File: config.mk
export PLATFORM = sky130hd
export DESIGN_NAME = superio_config_register_decoder_core_flat
export DESIGN_NICKNAME = d
export VERILOG_FILES = /design/src/hw/rtl/siocfg_pkg.sv /design/src/hw/rtl/siocfg_req_if.sv /design/src/hw/rtl/siocfg_rsp_if.sv /design/src/hw/rtl/siocfg_regfile.sv /design/src/hw/rtl/superio_config_register_decoder_core.sv /design/src/flat_wrapper.sv
export SDC_FILE = /design/constraint.sdc
export NUM_CORES = 2
export LEC_CHECK = 0
export BUFFER_PORTS_ARGS = -buffer_cell sky130_fd_sc_hd__buf_4
export CORE_UTILIZATION = 48
export DETAILED_ROUTE_END_ITERATION = 10
export PLACE_DENSITY = 0.66
export REMOVE_ABC_BUFFERS = 1
export SETUP_SLACK_MARGIN = 0.02
export SYNTH_ARGS = -nofsm -noshare
export SYNTH_HDL_FRONTEND = slang
export SYNTH_HIERARCHICAL = 1
export SYNTH_SLANG_ARGS = --single-unit
File: constraint.sdc
create_clock -name clock -period 5.3 [get_ports clock]
set_clock_uncertainty 0.1 [all_clocks]
set_input_delay 0.265 -clock clock [delete_from_list [all_inputs] [get_ports clock]]
set_output_delay 0.265 -clock clock [all_outputs]
set_load 0.005 [all_outputs]
File: src/hw/rtl/siocfg_pkg.sv
// shared constants and types for the super i/o configuration decoder
package siocfg_pkg;

   // register file size
   localparam int REG_COUNT_DEFAULT = 256;

   // access kinds and port selects
   localparam logic MODE_READ  = 1'b0;
   localparam logic MODE_WRITE = 1'b1;
   localparam logic PORT_INDEX = 1'b0;
   localparam logic PORT_DATA  = 1'b1;

   // configuration register indexes
   localparam logic [7:0] IDX_MIN_READABLE = 8'hBC;
   localparam logic [7:0] REG_LPT_CTRL     = 8'hBE;
   localparam logic [7:0] REG_LPT_BASE     = 8'hBF;
   localparam logic [7:0] REG_SER_CTRL     = 8'hDB;
   localparam logic [7:0] REG_COM1_BASE    = 8'hDC;
   localparam logic [7:0] REG_COM2_BASE    = 8'hDD;
   localparam logic [7:0] REG_SER_IRQ      = 8'hDE;
   localparam logic [7:0] REG_FDD_CTRL     = 8'hFB;
   localparam logic [7:0] REG_IDE_CTRL     = 8'hFE;

   // bit masks inside those registers
   localparam logic [7:0] LPT_DIS_MASK   = 8'h18;
   localparam logic [7:0] SER1_DIS_MASK  = 8'h18;
   localparam logic [7:0] SER2_DIS_MASK  = 8'h03;
   localparam logic [7:0] SER_IRQ_MASK   = 8'hF0;
   localparam logic [7:0] FDD_DIS_BIT    = 8'h02;
   localparam logic [7:0] IDE_DIS_BIT    = 8'h02;
   localparam logic [7:0] READ_BLOCKED   = 8'hFF;

   // irq numbers
   localparam logic [2:0] IRQ_NONE = 3'd0;
   localparam logic [2:0] IRQ_3    = 3'd3;
   localparam logic [2:0] IRQ_4    = 3'd4;
   localparam logic [2:0] IRQ_5    = 3'd5;

   // power-up mappings
   localparam logic [9:0] LPT_BASE_RESET  = 10'h378;
   localparam logic [9:0] COM1_BASE_RESET = 10'h3F8;
   localparam logic [9:0] COM2_BASE_RESET = 10'h2F8;
   localparam logic [2:0] SER1_IRQ_RESET  = IRQ_4;
   localparam logic [2:0] SER2_IRQ_RESET  = IRQ_3;

   // register file access requests
   typedef struct packed {
      logic       en;
      logic [7:0] addr;
   } rf_rd_type;

   typedef struct packed {
      logic       en;
      logic [7:0] addr;
      logic [7:0] data;
   } rf_wr_type;

endpackage

File: src/hw/rtl/siocfg_req_if.sv
// bus access channel into the decoder
interface siocfg_req_if;
   logic       valid;
   logic       ready;
   logic       mode;
   logic       port_select;
   logic [7:0] write_data;

   modport source (output valid, output mode, output port_select, output write_data,
                   input ready);
   modport sink (input valid, input mode, input port_select, input write_data,
                 output ready);
endinterface

File: src/hw/rtl/siocfg_rsp_if.sv
// result channel out of the decoder
interface siocfg_rsp_if;
   logic       valid;
   logic       ready;
   logic [7:0] read_data;
   logic       lpt_enabled;
   logic [9:0] lpt_base;
   logic       com1_enabled;
   logic [9:0] com1_base;
   logic [2:0] ser1_irq;
   logic       com2_enabled;
   logic [9:0] com2_base;
   logic [2:0] ser2_irq;
   logic       floppy_enabled;
   logic       ide_enabled;

   modport source (output valid, output read_data, output lpt_enabled, output lpt_base,
                   output com1_enabled, output com1_base, output ser1_irq,
                   output com2_enabled, output com2_base, output ser2_irq,
                   output floppy_enabled, output ide_enabled, input ready);
   modport sink (input valid, input read_data, input lpt_enabled, input lpt_base,
                 input com1_enabled, input com1_base, input ser1_irq,
                 input com2_enabled, input com2_base, input ser2_irq,
                 input floppy_enabled, input ide_enabled, output ready);
endinterface

File: src/hw/rtl/siocfg_regfile.sv
// configuration byte store: one registered read port, one write port, written flags
module siocfg_regfile
   import siocfg_pkg::*;
#(
   parameter int REGISTER_COUNT = REG_COUNT_DEFAULT
) (
   input  logic       clock,
   input  logic       reset,
   input  rf_rd_type  rd_req,
   output logic [7:0] rd_data,
   input  rf_wr_type  wr_req
);

   localparam int AW = $clog2(REGISTER_COUNT);

   logic [7:0]                mem [REGISTER_COUNT];
   logic [REGISTER_COUNT-1:0] written_ff;
   logic [7:0]                rd_data_ff;
   logic                      rd_written_ff;

   // storage array, registered read
   always_ff @(posedge clock) begin
      if (rd_req.en) begin
         rd_data_ff <= mem[rd_req.addr[AW-1:0]];
      end
      if (wr_req.en) begin
         mem[wr_req.addr[AW-1:0]] <= wr_req.data;
      end
   end

   // per-entry written flags, an unwritten entry reads as zero
   always_ff @(posedge clock) begin
      if (reset) begin
         written_ff    <= '0;
         rd_written_ff <= 1'b0;
      end else begin
         if (wr_req.en) begin
            written_ff[wr_req.addr[AW-1:0]] <= 1'b1;
         end
         if (rd_req.en) begin
            rd_written_ff <= written_ff[rd_req.addr[AW-1:0]];
         end
      end
   end

   assign rd_data = rd_written_ff ? rd_data_ff : 8'h00;

endmodule

File: src/hw/rtl/superio_config_register_decoder_core.sv
// top level of the super i/o index/data configuration decoder
//
//   channel | dir | handshake             | carries
//   req_bus | in  | valid/ready           | mode, port_select, write_data
//   rsp_bus | out | valid/ready           | read_data and the current device mappings
//
// an item is worked in order: the accept edge reads the register file at the current
// index, the commit edge does the read-modify-write and loads the result register.
// ready is low in execute, so a new item is taken only after the last one commits.
// reset is synchronous; written flags make the register file read as zero, no clear pass.
// a waiting result does not block acceptance; the next item holds in execute until
// the result register frees up.
module superio_config_register_decoder_core
   import siocfg_pkg::*;
#(
   parameter int REGISTER_COUNT = REG_COUNT_DEFAULT
) (
   input logic          clock,
   input logic          reset,
   siocfg_req_if.sink   req_bus,
   siocfg_rsp_if.source rsp_bus
);

   typedef enum logic {ST_IDLE, ST_EXEC} state_type;

   state_type  state_ff, state_in;
   logic       mode_ff, port_ff;
   logic [7:0] wdata_ff;
   logic [7:0] index_ff, index_in;

   // shadows of the registers that feed the mappings
   logic [7:0] lpt_ctrl_ff, lpt_ctrl_in;
   logic [7:0] lpt_basereg_ff, lpt_basereg_in;
   logic [7:0] ser_ctrl_ff, ser_ctrl_in;
   logic [7:0] com1_basereg_ff, com1_basereg_in;
   logic [7:0] com2_basereg_ff, com2_basereg_in;
   logic [7:0] ser_irq_ff, ser_irq_in;

   // device mappings
   logic       lpt_en_ff, lpt_en_in;
   logic [9:0] lpt_base_ff, lpt_base_in;
   logic       com1_en_ff, com1_en_in;
   logic [9:0] com1_base_ff, com1_base_in;
   logic [2:0] ser1_irq_ff, ser1_irq_in;
   logic       com2_en_ff, com2_en_in;
   logic [9:0] com2_base_ff, com2_base_in;
   logic [2:0] ser2_irq_ff, ser2_irq_in;
   logic       floppy_ff, floppy_in;
   logic       ide_ff, ide_in;

   logic       rsp_valid_ff, rsp_valid_in;
   logic [7:0] rsp_data_ff, rsp_data_in;

   logic       accept, commit, is_data_wr;
   logic [7:0] old_byte, diff;
   logic       lpt_trig, com1_trig, com2_trig;
   logic [2:0] ser1_irq_new, ser2_irq_new;
   rf_rd_type  rd_req;
   rf_wr_type  wr_req;

   // register file
   siocfg_regfile #(
      .REGISTER_COUNT(REGISTER_COUNT)
   ) u_regfile (
      .clock  (clock),
      .reset  (reset),
      .rd_req (rd_req),
      .rd_data(old_byte),
      .wr_req (wr_req)
   );

   // handshake and register file access
   assign req_bus.ready = (state_ff == ST_IDLE);
   assign accept        = req_bus.valid && req_bus.ready;
   assign commit        = (state_ff == ST_EXEC) && (!rsp_valid_ff || rsp_bus.ready);
   assign is_data_wr    = (mode_ff == MODE_WRITE) && (port_ff == PORT_DATA);
   assign diff          = old_byte ^ wdata_ff;

   assign rd_req.en   = accept;
   assign rd_req.addr = index_ff;
   assign wr_req.en   = commit && is_data_wr;
   assign wr_req.addr = index_ff;
   assign wr_req.data = wdata_ff;

   // shadow register update
   always_comb begin
      lpt_ctrl_in     = lpt_ctrl_ff;
      lpt_basereg_in  = lpt_basereg_ff;
      ser_ctrl_in     = ser_ctrl_ff;
      com1_basereg_in = com1_basereg_ff;
      com2_basereg_in = com2_basereg_ff;
      ser_irq_in      = ser_irq_ff;
      if (is_data_wr) begin
         case (index_ff)
            REG_LPT_CTRL:  lpt_ctrl_in     = wdata_ff;
            REG_LPT_BASE:  lpt_basereg_in  = wdata_ff;
            REG_SER_CTRL:  ser_ctrl_in     = wdata_ff;
            REG_COM1_BASE: com1_basereg_in = wdata_ff;
            REG_COM2_BASE: com2_basereg_in = wdata_ff;
            REG_SER_IRQ:   ser_irq_in      = wdata_ff;
            default: ;
         endcase
      end
   end

   // which mappings get derived again
   always_comb begin
      lpt_trig  = is_data_wr &&
                  (((index_ff == REG_LPT_CTRL) && |(diff & LPT_DIS_MASK)) ||
                   ((index_ff == REG_LPT_BASE) && |diff));
      com1_trig = is_data_wr &&
                  (((index_ff == REG_SER_CTRL) && |(diff & SER1_DIS_MASK)) ||
                   ((index_ff == REG_COM1_BASE) && |diff) ||
                   ((index_ff == REG_SER_IRQ) && |(diff & SER_IRQ_MASK)));
      com2_trig = is_data_wr &&
                  (((index_ff == REG_SER_CTRL) && |(diff & SER2_DIS_MASK)) ||
                   ((index_ff == REG_COM2_BASE) && |diff) ||
                   ((index_ff == REG_SER_IRQ) && |(diff & SER_IRQ_MASK)));
   end

   // serial irq source selection
   always_comb begin
      ser1_irq_new = IRQ_NONE;
      if ((ser_ctrl_in & SER1_DIS_MASK) == 8'h00) begin
         if (ser_irq_in[7:6] == 2'b10) begin
            ser1_irq_new = IRQ_3;
         end else if (ser_irq_in[5:4] == 2'b10) begin
            ser1_irq_new = IRQ_4;
         end
      end
      ser2_irq_new = IRQ_NONE;
      if ((ser_ctrl_in & SER2_DIS_MASK) == 8'h00) begin
         if (ser_irq_in[7:6] == 2'b11) begin
            ser2_irq_new = IRQ_3;
         end else if (ser_irq_in[5:4] == 2'b11) begin
            ser2_irq_new = IRQ_4;
         end else if (ser_irq_in[1:0] == 2'b01) begin
            ser2_irq_new = IRQ_5;
         end
      end
   end

   // mapping next values
   always_comb begin
      lpt_en_in    = lpt_en_ff;
      lpt_base_in  = lpt_base_ff;
      com1_en_in   = com1_en_ff;
      com1_base_in = com1_base_ff;
      ser1_irq_in  = ser1_irq_ff;
      com2_en_in   = com2_en_ff;
      com2_base_in = com2_base_ff;
      ser2_irq_in  = ser2_irq_ff;
      if (lpt_trig) begin
         lpt_en_in   = ((lpt_ctrl_in & LPT_DIS_MASK) == 8'h00);
         lpt_base_in = lpt_en_in ? {lpt_basereg_in, 2'b00} : 10'h000;
      end
      if (com1_trig) begin
         com1_en_in   = (ser1_irq_new != IRQ_NONE);
         com1_base_in = com1_en_in ? {com1_basereg_in[7:1], 3'b000} : 10'h000;
         ser1_irq_in  = ser1_irq_new;
      end
      if (com2_trig) begin
         com2_en_in   = (ser2_irq_new != IRQ_NONE);
         com2_base_in = com2_en_in ? {com2_basereg_in[7:1], 3'b000} : 10'h000;
         ser2_irq_in  = ser2_irq_new;
      end
      floppy_in = floppy_ff;
      if (is_data_wr && (index_ff == REG_FDD_CTRL) && |(diff & FDD_DIS_BIT)) begin
         floppy_in = ((wdata_ff & FDD_DIS_BIT) == 8'h00);
      end
      ide_in = ide_ff;
      if (is_data_wr && (index_ff == REG_IDE_CTRL) && |(diff & IDE_DIS_BIT)) begin
         ide_in = ((wdata_ff & IDE_DIS_BIT) == 8'h00);
      end
   end

   // read data and index update
   always_comb begin
      index_in = index_ff;
      if ((mode_ff == MODE_WRITE) && (port_ff == PORT_INDEX)) begin
         index_in = wdata_ff;
      end
      if (mode_ff == MODE_WRITE) begin
         rsp_data_in = 8'h00;
      end else if (port_ff == PORT_INDEX) begin
         rsp_data_in = index_ff;
      end else if (index_ff < IDX_MIN_READABLE) begin
         rsp_data_in = READ_BLOCKED;
      end else begin
         rsp_data_in = old_byte;
      end
   end

   // sequencer next state and result valid
   always_comb begin
      state_in     = state_ff;
      rsp_valid_in = rsp_valid_ff;
      if (rsp_bus.ready) begin
         rsp_valid_in = 1'b0;
      end
      case (state_ff)
         ST_IDLE: begin
            if (accept) begin
               state_in = ST_EXEC;
            end
         end
         ST_EXEC: begin
            if (commit) begin
               state_in     = ST_IDLE;
               rsp_valid_in = 1'b1;
            end
         end
         default: state_in = ST_IDLE;
      endcase
   end

   // state, item latch, shadows, mappings and result register
   always_ff @(posedge clock) begin
      if (accept) begin
         mode_ff  <= req_bus.mode;
         port_ff  <= req_bus.port_select;
         wdata_ff <= req_bus.write_data;
      end
      if (commit) begin
         rsp_data_ff <= rsp_data_in;
      end
      if (reset) begin
         state_ff        <= ST_IDLE;
         rsp_valid_ff    <= 1'b0;
         index_ff        <= 8'h00;
         lpt_ctrl_ff     <= 8'h00;
         lpt_basereg_ff  <= 8'h00;
         ser_ctrl_ff     <= 8'h00;
         com1_basereg_ff <= 8'h00;
         com2_basereg_ff <= 8'h00;
         ser_irq_ff      <= 8'h00;
         lpt_en_ff       <= 1'b1;
         lpt_base_ff     <= LPT_BASE_RESET;
         com1_en_ff      <= 1'b1;
         com1_base_ff    <= COM1_BASE_RESET;
         ser1_irq_ff     <= SER1_IRQ_RESET;
         com2_en_ff      <= 1'b1;
         com2_base_ff    <= COM2_BASE_RESET;
         ser2_irq_ff     <= SER2_IRQ_RESET;
         floppy_ff       <= 1'b1;
         ide_ff          <= 1'b1;
      end else begin
         state_ff     <= state_in;
         rsp_valid_ff <= rsp_valid_in;
         if (commit) begin
            index_ff        <= index_in;
            lpt_ctrl_ff     <= lpt_ctrl_in;
            lpt_basereg_ff  <= lpt_basereg_in;
            ser_ctrl_ff     <= ser_ctrl_in;
            com1_basereg_ff <= com1_basereg_in;
            com2_basereg_ff <= com2_basereg_in;
            ser_irq_ff      <= ser_irq_in;
            lpt_en_ff       <= lpt_en_in;
            lpt_base_ff     <= lpt_base_in;
            com1_en_ff      <= com1_en_in;
            com1_base_ff    <= com1_base_in;
            ser1_irq_ff     <= ser1_irq_in;
            com2_en_ff      <= com2_en_in;
            com2_base_ff    <= com2_base_in;
            ser2_irq_ff     <= ser2_irq_in;
            floppy_ff       <= floppy_in;
            ide_ff          <= ide_in;
         end
      end
   end

   // result outputs; mappings only move when a new result loads
   assign rsp_bus.valid          = rsp_valid_ff;
   assign rsp_bus.read_data      = rsp_data_ff;
   assign rsp_bus.lpt_enabled    = lpt_en_ff;
   assign rsp_bus.lpt_base       = lpt_base_ff;
   assign rsp_bus.com1_enabled   = com1_en_ff;
   assign rsp_bus.com1_base      = com1_base_ff;
   assign rsp_bus.ser1_irq       = ser1_irq_ff;
   assign rsp_bus.com2_enabled   = com2_en_ff;
   assign rsp_bus.com2_base      = com2_base_ff;
   assign rsp_bus.ser2_irq       = ser2_irq_ff;
   assign rsp_bus.floppy_enabled = floppy_ff;
   assign rsp_bus.ide_enabled    = ide_ff;

endmodule
File: src/flat_wrapper.sv
// flat-port wrapper written by rule: the top's interface ports become plain ports
module superio_config_register_decoder_core_flat import siocfg_pkg::*;
#(
   parameter int REGISTER_COUNT = REG_COUNT_DEFAULT
)
  (clock, reset, req_bus_valid, req_bus_mode, req_bus_port_select, req_bus_write_data, req_bus_ready, rsp_bus_valid, rsp_bus_read_data, rsp_bus_lpt_enabled, rsp_bus_lpt_base, rsp_bus_com1_enabled, rsp_bus_com1_base, rsp_bus_ser1_irq, rsp_bus_com2_enabled, rsp_bus_com2_base, rsp_bus_ser2_irq, rsp_bus_floppy_enabled, rsp_bus_ide_enabled, rsp_bus_ready);
  siocfg_req_if req_bus_i ();
  siocfg_rsp_if rsp_bus_i ();
  input logic clock;
  input logic reset;
  input wire logic [$bits(req_bus_i.valid)-1:0] req_bus_valid;
  input wire logic [$bits(req_bus_i.mode)-1:0] req_bus_mode;
  input wire logic [$bits(req_bus_i.port_select)-1:0] req_bus_port_select;
  input wire logic [$bits(req_bus_i.write_data)-1:0] req_bus_write_data;
  output wire logic [$bits(req_bus_i.ready)-1:0] req_bus_ready;
  output wire logic [$bits(rsp_bus_i.valid)-1:0] rsp_bus_valid;
  output wire logic [$bits(rsp_bus_i.read_data)-1:0] rsp_bus_read_data;
  output wire logic [$bits(rsp_bus_i.lpt_enabled)-1:0] rsp_bus_lpt_enabled;
  output wire logic [$bits(rsp_bus_i.lpt_base)-1:0] rsp_bus_lpt_base;
  output wire logic [$bits(rsp_bus_i.com1_enabled)-1:0] rsp_bus_com1_enabled;
  output wire logic [$bits(rsp_bus_i.com1_base)-1:0] rsp_bus_com1_base;
  output wire logic [$bits(rsp_bus_i.ser1_irq)-1:0] rsp_bus_ser1_irq;
  output wire logic [$bits(rsp_bus_i.com2_enabled)-1:0] rsp_bus_com2_enabled;
  output wire logic [$bits(rsp_bus_i.com2_base)-1:0] rsp_bus_com2_base;
  output wire logic [$bits(rsp_bus_i.ser2_irq)-1:0] rsp_bus_ser2_irq;
  output wire logic [$bits(rsp_bus_i.floppy_enabled)-1:0] rsp_bus_floppy_enabled;
  output wire logic [$bits(rsp_bus_i.ide_enabled)-1:0] rsp_bus_ide_enabled;
  input wire logic [$bits(rsp_bus_i.ready)-1:0] rsp_bus_ready;
  assign req_bus_i.valid = req_bus_valid;
  assign req_bus_i.mode = req_bus_mode;
  assign req_bus_i.port_select = req_bus_port_select;
  assign req_bus_i.write_data = req_bus_write_data;
  assign req_bus_ready = req_bus_i.ready;
  assign rsp_bus_valid = rsp_bus_i.valid;
  assign rsp_bus_read_data = rsp_bus_i.read_data;
  assign rsp_bus_lpt_enabled = rsp_bus_i.lpt_enabled;
  assign rsp_bus_lpt_base = rsp_bus_i.lpt_base;
  assign rsp_bus_com1_enabled = rsp_bus_i.com1_enabled;
  assign rsp_bus_com1_base = rsp_bus_i.com1_base;
  assign rsp_bus_ser1_irq = rsp_bus_i.ser1_irq;
  assign rsp_bus_com2_enabled = rsp_bus_i.com2_enabled;
  assign rsp_bus_com2_base = rsp_bus_i.com2_base;
  assign rsp_bus_ser2_irq = rsp_bus_i.ser2_irq;
  assign rsp_bus_floppy_enabled = rsp_bus_i.floppy_enabled;
  assign rsp_bus_ide_enabled = rsp_bus_i.ide_enabled;
  assign rsp_bus_i.ready = rsp_bus_ready;
  superio_config_register_decoder_core #(.REGISTER_COUNT(REGISTER_COUNT)) u_core (.clock(clock), .reset(reset), .req_bus(req_bus_i), .rsp_bus(rsp_bus_i));
endmodule
==> flow_summary.toml <==
[run_status]
run_status = "finished, final reports clean"

[timing]
rsz0062_at_grt = "false"
fmax_mhz = 220
worstMarginPinSlew_ns = 1.48
period_needed_ns = 4.55
setup_viol = 0
maxSlewViolCount = 0
setup_ws_ns = 0.752
fin_crit_sh_pct = 85.8
hold_viol = 0
relSlewSlack_pct = 1.23
tns_ns = 0

[drt]
vias_per_cell = 6.17
firstDrtPassIters = 8
wl_mm = 229
drc = 0
wl_per_cell_um = 29.1
drtIter0Drc = 5674
via_count = 48600
drtAntennaViolNets = 0

[die]
ios = 65
die_area_sq_um = 194000
die_h_um = 440
core_area_sq_um = 190000
row_count = 160
chipWidth_um = 440
start_util_pct = 48.4

[synth]
yosys_most_used_dff = "edfxtp_1"
yosys.area_share.simple_pct = 4.63
synthXorXnorAreaFrac_pct = 0.0760
yosys_warnings = 6
synth_edf_count = 2074
synthesis.area_sq_um = 92200
synth_top_family_by_area = "multiplexers"
synth_top_area_cell = "edfxtp_1"
yosys.area.top_type_share_pct = 67.6
ys_async_sr_fraction_pct = 0
ys_seq_area_share_pct = 74.8
synth_compound_area_share_pct = 4.11
synth_area_leaders = "edfxtp_1 (68%), mux4_2 (14%), dfxtp_1 (7.2%)"
synthCells = 4958
synth_mux_area_share_pct = 14.7
synthAdderAreaFrac_pct = 0
syn_avg_cell_area_sq_um = 18.6
ys_ff_latch = 2407
synth_cell_types = 66

[global_routing]
grtUsageTotal_pct = 23.6
grt_pass1_wl_mm = 333
grt_max_degree = 216
antenna_found_initial = 7
overflow = 0
grt_pass1_vias = 47900

[hold_path]
hp-class = "in -> reg"
min_path_cells = 2
whs_endpoint = "u_core/mode_ff"
min_from = "req_bus_mode"

[final_layout]
fin_cells = 7870
drive_gt1_share_pct = 22.7
final_area_sq_um = 104000
fillers = 14500
final_net_count = 5168
area.growth.synth_to_final_pct = 12.5

[clock_network]
post_cts_buffers = 0
clockBufferDepth = 3
clkSinkCount = 2407
cts_tree = "yes"
htree_levels = 4
clk_root_buffer_cell = "clkbuf_16"
cts_buffers = 226
clk_pin_slew_ns = 0.07
clk_latency_ns = 0.87

[worst_setup_path]
slowest_stage = "dfxtp_4"
slowest_delay_ns = 0.97
reg2reg_from = "u_core/index_ff[0]"
path_buf_inv = 1
crit_type = "reg -> reg"
startpoint_type = "flip-flop"
crit_fanout = 40
worstPathRequired_ns = 5.83
rr_worst_depth = 7
cp_top_family = "simple AND/OR/NAND/NOR gates"
critical_path_arrival_ns = 5.07
crit_path_end_kind = "flip-flop"
crit_chain = "buf_4 > mux4_2 > a22oi_1 > a21oi_1 > nor4_1 > o22ai_1 > or2_1"
r2r_end = "u_core/u_regfile/rd_data_ff[4]"
reg2reg_slack_ns = 0.75

[placed_design]
globalplace.congestion = 0.847
portBuffers = 56
dp_cells = 7416
place_ws_ns = 0.859
dp_hpwl_mm = 137
placed_area_sq_um = 96200

[flow_run]
cap_viol_max_count = 0

[power_and_ir_drop]
leakage_nw = 31.9
irDropWorstVdd_uv = 300
pwr_density_cell_nw_per_um2 = 363
power_mw = 37.7
-- metal layers --
layer  up-vias  share of wire (%)  track usage [%]
li1      20300                  -                -
met1     25800                 40             33.5
met2      2185                 48             37.3
met3       350                8.7             4.68
met4         0                2.7             6.78
met5         -                  0                0
-- cell usage in the layout, fill, tap and decap left out, types with 19 or more instances in the layout --
cell type / netlist / final
dfxtp_1: 333 / 331
edfxtp_1: 2074 / 2074
clkbuf_16: 0 / 231
clkbuf_1: 188 / 62
mux2i_1: 55 / 55
buf_4: 19 / 232
a22oi_1: 268 / 268
clkinv_1: 1 / 46
nand3_1: 40 / 40
clkbuf_8: 0 / 28
buf_12: 0 / 29
dlygate4sd3_1: 0 / 21
nor4_1: 36 / 36
o21ba_2: 29 / 29
a21oi_1: 174 / 174
clkinv_2: 0 / 32
nand2_1: 65 / 65
mux4_2: 574 / 574
nor2_1: 778 / 776
o22ai_1: 19 / 19
-- how the worst max path moves through the flow --
stage	start	end	slack, ns	cells after the start
2_1_floorplan	u_core/index_ff[0]	u_core/u_regfile/mem[187][0]	-25.75	2
3_3_place_gp	u_core/index_ff[0]	u_core/u_regfile/rd_data_ff[2]	0.79	7
3_5_place_dp	u_core/index_ff[0]	u_core/u_regfile/rd_data_ff[2]	0.86	7
4_1_cts	u_core/index_ff[0]	u_core/u_regfile/rd_data_ff[2]	0.83	7
5_1_grt	u_core/index_ff[0]	u_core/u_regfile/rd_data_ff[4]	0.50	7
6_report	u_core/index_ff[0]	u_core/u_regfile/rd_data_ff[4]	0.75	7
-- worst register-to-register path, delay by kind of cell, from the launching register on --
kind,cells,cell delay (ns)
simple gates,2,1.08
compound gates,3,0.72
buf+inv,1,0.79
flops,1,0.97
mux,1,0.65
-- metrics by stage --
step | hold WS, ns | util (%)
after floorplan | 0.234 | -
after global placement | 0.342 | 50.5
after detailed placement | 0.345 | 50.5
after CTS | 0.00393 | 54.5
after global routing | 0.0203 | 54.5
final | 0.0650 | 54.5
-- what timing repair did --
| item | 4_1_cts | 5_1_grt |
|---|---|---|
| hold endpoints to repair | 90 | 0 |
| endpoints found under the setup margin | 0 | 0 |
| resized for setup | 0 | 0 |
| hold buffers | 21 | 0 |
-- cells by family (layout without fill, tap and decap cells) --
logic type,Yosys count,count (layout)
flip-flops,2407,2407
multiplexers,632,632
other,1,12
buffers and inverters,334,724
XOR/XNOR,8,8
AO/OA/AOI/OAI,556,556
AND/OR/NAND/NOR,1020,1020
-- state kept, by name, indices dropped and copies added, names as in the netlist, 2 cells and up --
signal and cells:
u_core/com1_basereg_ff 7, u_core/com2_basereg_ff 7, u_core/index_ff 8, u_core/lpt_basereg_ff 8, u_core/lpt_ctrl_ff 2, u_core/rsp_bus.com1_base 7, u_core/rsp_bus.com2_base 7, u_core/rsp_bus.lpt_base 8
u_core/rsp_bus.read_data 8, u_core/rsp_bus.ser1_irq 2, u_core/rsp_bus.ser2_irq 3, u_core/ser_ctrl_ff 4, u_core/ser_irq_ff 6, u_core/u_regfile/mem 2048, u_core/u_regfile/rd_data_ff 8, u_core/u_regfile/written_ff 256
u_core/wdata_ff 8
-- layout make-up --
class                           instances  area (sq um)  share of cell area, %
Timing Repair Buffer                  283          2550                   2.46
Antenna cell                            4          10.0                0.00965
Sequential cell                      2407         69000                   66.5
Multi-Input combinational cell       2224         21700                   20.9
Clock inverter                        108           920                  0.887
Clock buffer                          321          6400                   6.17
Inverter                               12          45.0                 0.0434
Tap cell                             2511          3140                   3.03
-- power breakdown --
part | internal (mW) | switching (mW) | leakage (nW)
clock network | 9.02 | 6.89 | 3.59
logic | 0.328 | 0.781 | 7.00
registers | 20.6 | 0.0399 | 21.3
total | 30.0 | 7.71 | 31.9
-- Yosys cell counts, types with 3 or more instances --
master	instances
a211oi_1	12
a21oi_1	174
a22oi_1	268
and2_1	11
buf_1	26
buf_2	66
buf_4	19
buf_6	23
clkbuf_1	188
dfxtp_1	333
edfxtp_1	2074
inv_1	11
mux2_2	3
mux2i_1	55
mux4_2	574
nand2_1	65
nand2b_1	7
nand3_1	40
nand3b_1	3
nand4_1	11
nor2_1	778
nor2b_1	19
nor3_1	16
nor3b_1	3
nor4_1	36
o211ai_1	4
o21ai_0	7
o21ai_1	9
o21ba_2	29
o221ai_1	5
o22ai_1	19
o311ai_0	3
o31ai_1	5
or2_1	8
or2_2	3
or3_1	3
xor2_1	6
Note: power is estimated with default switching activity, not from simulation.
